==> src/hdl/dhmmq_if.sv <==
// valid/ready channel interfaces for the queue
// depends on nothing; payload fields carried per channel
interface dhmmq_cmd_if;
    logic        valid;
    logic        ready;
    logic [1:0]  command;
    logic signed [31:0] value;
    modport source (output valid, command, value, input ready);
    modport sink (input valid, command, value, output ready);
endinterface


==> src/hdl/dhmmq_front.sv <==
// front end: accepts command transactions into a two-entry queue
// depends on dhmmq_if; wraps values to VALUE_BITS
module dhmmq_front #(
    parameter int VALUE_BITS = 32
) (
    input  logic clk,
    input  logic rst_n,
    dhmmq_cmd_if.sink cmd,
    output logic                   q_valid,
    input  logic                   q_pop,
    output logic [1:0]             q_command,
    output logic [VALUE_BITS-1:0]  q_value
);
    logic [1:0]            cmd_reg [2];
    logic [VALUE_BITS-1:0] val_reg [2];
    logic                  wp_reg, rp_reg, wp_next, rp_next;
    logic [1:0]            cnt_reg, cnt_next;
    logic                  push;
    logic [VALUE_BITS-1:0] wrapped;

    // sign extend or truncate to the storage width
    generate
        if (VALUE_BITS > 32)
        begin : g_wide
            assign wrapped = {{(VALUE_BITS-32){cmd.value[31]}}, cmd.value};
        end
        else
        begin : g_narrow
            assign wrapped = cmd.value[VALUE_BITS-1:0];
        end
    endgenerate

    assign cmd.ready = (cnt_reg != 2'd2);
    assign push      = cmd.valid && cmd.ready;
    assign q_valid   = (cnt_reg != 2'd0);
    assign q_command = cmd_reg[rp_reg];
    assign q_value   = val_reg[rp_reg];

    // pointer and fill bookkeeping
    always_comb
    begin
        wp_next  = wp_reg ^ push;
        rp_next  = rp_reg ^ q_pop;
        cnt_next = cnt_reg + {1'b0, push} - {1'b0, q_pop};
    end

    always_ff @(posedge clk or negedge rst_n)
    begin
        if (!rst_n)
        begin
            wp_reg  <= 1'b0;
            rp_reg  <= 1'b0;
            cnt_reg <= 2'd0;
        end
        else
        begin
            wp_reg  <= wp_next;
            rp_reg  <= rp_next;
            cnt_reg <= cnt_next;
        end
    end

    // payload slots
    always_ff @(posedge clk)
    begin
        if (push)
        begin
            cmd_reg[wp_reg] <= cmd.command;
            val_reg[wp_reg] <= wrapped;
        end
    end
endmodule

==> src/flat_wrapper.sv <==
// flat-port wrapper written by rule: the top's interface ports become plain ports
module dhmmq_front_flat 
#(
    parameter int VALUE_BITS = 32
)
  (clk, rst_n, q_valid, q_pop, q_command, q_value, cmd_valid, cmd_command, cmd_value, cmd_ready);
  dhmmq_cmd_if cmd_i ();
  input  logic clk;
  input  logic rst_n;
  output logic q_valid;
  input  logic q_pop;
  output logic [1:0] q_command;
  output logic [VALUE_BITS-1:0] q_value;
  input wire logic [$bits(cmd_i.valid)-1:0] cmd_valid;
  input wire logic [$bits(cmd_i.command)-1:0] cmd_command;
  input wire logic [$bits(cmd_i.value)-1:0] cmd_value;
  output wire logic [$bits(cmd_i.ready)-1:0] cmd_ready;
  assign cmd_i.valid = cmd_valid;
  assign cmd_i.command = cmd_command;
  assign cmd_i.value = cmd_value;
  assign cmd_ready = cmd_i.ready;
  dhmmq_front #(.VALUE_BITS(VALUE_BITS)) u_core (.clk(clk), .rst_n(rst_n), .cmd(cmd_i), .q_valid(q_valid), .q_pop(q_pop), .q_command(q_command), .q_value(q_value));
endmodule
==> config.mk <==
export PLATFORM = sky130hd
export DESIGN_NAME = dhmmq_front_flat
export DESIGN_NICKNAME = d
export VERILOG_FILES = /design/src/hdl/dhmmq_if.sv /design/src/hdl/dhmmq_front.sv /design/src/flat_wrapper.sv
export SDC_FILE = /design/constraint.sdc
export NUM_CORES = 1
export LEC_CHECK = 0
export BUFFER_PORTS_ARGS = -buffer_cell sky130_fd_sc_hd__buf_2
export CORE_ASPECT_RATIO = 0.75
export CORE_MARGIN = 2
export CORE_UTILIZATION = 52
export DETAILED_ROUTE_END_ITERATION = 6
export PLACE_DENSITY = 0.83
export SLEW_MARGIN = 20
export SYNTH_ARGS = -nofsm -noshare
export SYNTH_HDL_FRONTEND = slang
export SYNTH_SLANG_ARGS = --single-unit
==> constraint.sdc <==
create_clock -name clk -period 2.5 [get_ports clk]
set_input_delay 0.25 -clock clk [delete_from_list [all_inputs] [get_ports clk]]
set_output_delay 0.25 -clock clk [all_outputs]
set_load 0.01 [all_outputs]
==> flow_summary.yaml <==
status:
  outcome: "complete, no violations"
grt:
  grt_pass1_wl_um: 6510
  antenna_found_initial: 0
  overflow: 0
  grtUsageMet1: 0.191
  grt_pass1_vias: 1409
  use_met3: 0.0856
  grt_max_degree: 29
  grt_usage: 0.154
  met2_usage: 0.230
  busiest_layer: "met2"
die:
  rows: 23
  fp.dieW_um: 89.0
  die_h_um: 67.8
  die_area_um2: 6030
  ioPinCount: 74
  start_util: 0.533
  core_um2: 5300
timing:
  grt_setup_unrepaired: "false"
  worst_pin_slew_ps: 287
  min_period_over_period: 0.744
  layout_setup_ws_ps: 640
  setup_tns_ps: 0
  max-slew-margin-rel: 0.809
  slew_viol_final: 0
  period_needed_ps: 1860
  finalHoldViolCount: 0
  setup_violations: 0
  clock.fmax_mhz: 538
  clock_skew_ps: 5.30
routing:
  antenna_left: 0
  wire_per_inst_um: 14.8
  vias: 1397
  viasPerCell: 4.80
  route.detailed.drc: 0
  drtIter0Drc: 69
  wirelength_um: 4310
  first_pass_iters: 4
synth:
  yosysTopAreaCell: "edfxtp_1"
  syn_area_um2: 2820
  synth_cells: 125
  synth_nets: 165
  synth_top_area_share: 0.724
  avgSynthCellArea_um2: 22.6
  ys.warnings.count: 0
  synthTopCellsByArea: "edfxtp_1, mux2_4, dfrtp_1"
  synthDistinctLibCells: 17
  synth_seq_area_share: 0.760
  ys_ff_latch: 72
critical_path:
  path_cells: "buf_12, mux2_2, buf_2"
  cp_slowest_cell: "dfrtp_2"
  cp_data_required_time_ps: 2250
  end_kind: "output port"
  cp-start-kind: "register"
  max_stage_delay_ps: 510
  criticalPathCategory: "register to output port"
  crit_arrival_ps: 1610
  crit_fanout: 28
  crit_family: "flip-flops"
  crit_buf_inv: 2
clock_tree:
  cts_resized: 0
  clk_pin_slew_ps: 70
  cts_root_buf: "clkbuf_8"
  cts_setup_buffers: 0
  cts_buffers: 9
  tritoncts: "done"
  htree_levels: 3
  clockBufferDepth: 2
  insertion_delay_ps: 340
  numClockSinks: 72
job:
  drv_cap: 0
power_and_ir_drop:
  p_per_area_nw_per_um2: 1160
  p_leak_nw: 1.43
  ir_worst_vdd_uv: 872
layout:
  layout_commonest_cell: "buf_2"
  final_cell_mix: "buf_2, edfxtp_1, mux2_4"
  syn_to_final_growth_pct: 23.4
  largest_register_ffs: 64
  fill_cells: 405
  seq_area_um2: 2140
  multi_input_area_um2: 596
  layout-drive-gt1-share: 0.597
  diodes: 0
  fin_nets: 251
placed_design:
  gp_congestion: 0.634
  port-buffer-count: 73
  dpl_worst_slack_ps: 986
  dpl.hpwl_um: 2960
min_path:
  hp-class: "input port to register"
-- worst reg2reg max path, delay by kind of cell, from the launching register on --
| kind | cells | cell delay (ps) |
|---|---|---|
| adder cells (fa/ha/maj) | 1 | 170 |
| buffers and inverters | 1 | 290 |
| AND/OR/NAND/NOR | 2 | 320 |
| flip-flops | 1 | 410 |
-- power by group --
| part | total, mW | internal, mW | switching, mW | leakage, nW |
|---|---|---|---|---|
| sequential | 1.76 | 1.65 | 0.110 | 0.676 |
| combinational | 1.33 | 0.702 | 0.630 | 0.644 |
| clock | 0.949 | 0.552 | 0.397 | 0.108 |
| total | 4.04 | 2.91 | 1.14 | 1.43 |
-- layer usage --
layer / vias to the layer above / wire length, um
met3: 5 / 438
met1: 674 / 1970
met2: 63 / 1870
met5: - / 0
li1: 655 / -
met4: 0 / 31
-- path summary, 6_finish.rpt --
check | depth (start not counted) | end | startpoint | slack (ps)
setup / recovery | 3 | q_value[31] | u_core.rp_reg | 640
hold / removal | 1 | u_core.cmd_reg[1][1] | cmd_command[1] | 100
setup reg to reg | 4 | u_core.val_reg[0][10] | u_core.cnt_reg[0] | 980
hold reg to reg | 3 | u_core.wp_reg | u_core.wp_reg | 610
max in group asynchronous | 2 | u_core.rp_reg | rst_n | 2110
min in group asynchronous | 2 | u_core.cnt_reg[0] | rst_n | 250
-- layout make-up --
class / count / share of cell area
clock buffers: 9 / 0.0356
clock inverters: 7 / 0.0248
inverters: 3 / 0.00324
multi-input cells: 46 / 0.171
flip-flops and latches: 72 / 0.616
well taps: 75 / 0.0270
repair buffers: 79 / 0.122
-- what timing repair did --
action	in CTS	in global routing
endpoints found under the hold margin	4	0
hold buffers	1	0
endpoints found under the setup margin	0	0
-- metrics by stage --
stage	total power [mW]	utilization	area [um^2]	hold slack, ps	instances
detailed placement	3.13	0.616	3260	68.4	274
global placement	3.10	0.616	3260	63.5	274
finish	4.04	0.657	3480	98.4	291
global route	4.25	0.657	3480	78.4	291
floorplan	2.78	-	2820	-45.6	125
CTS	4.09	0.657	3480	77.6	291
-- kinds of logic after synthesis --
family                   Yosys count  share of synthesized area
XOR/XNOR                           3                    0.00932
adder cells (fa/ha/maj)            2                    0.00887
buffers and inverters              7                     0.0293
flip-flops                        72                      0.760
multiplexers                      35                      0.178
AND/OR/NAND/NOR                    6                     0.0151
-- synthesized netlist by cell type (all sizes together) --
master,n
edfxtp,68
nor2b,1
xor2,1
buf,4
mux2i,1
mux2,34
dfrtp,4
nand2,1
inv,3
xnor2,2
or2,1
and2,1
ha,2
nand2b,1
and3,1
Power figures use the tool's default switching activity.
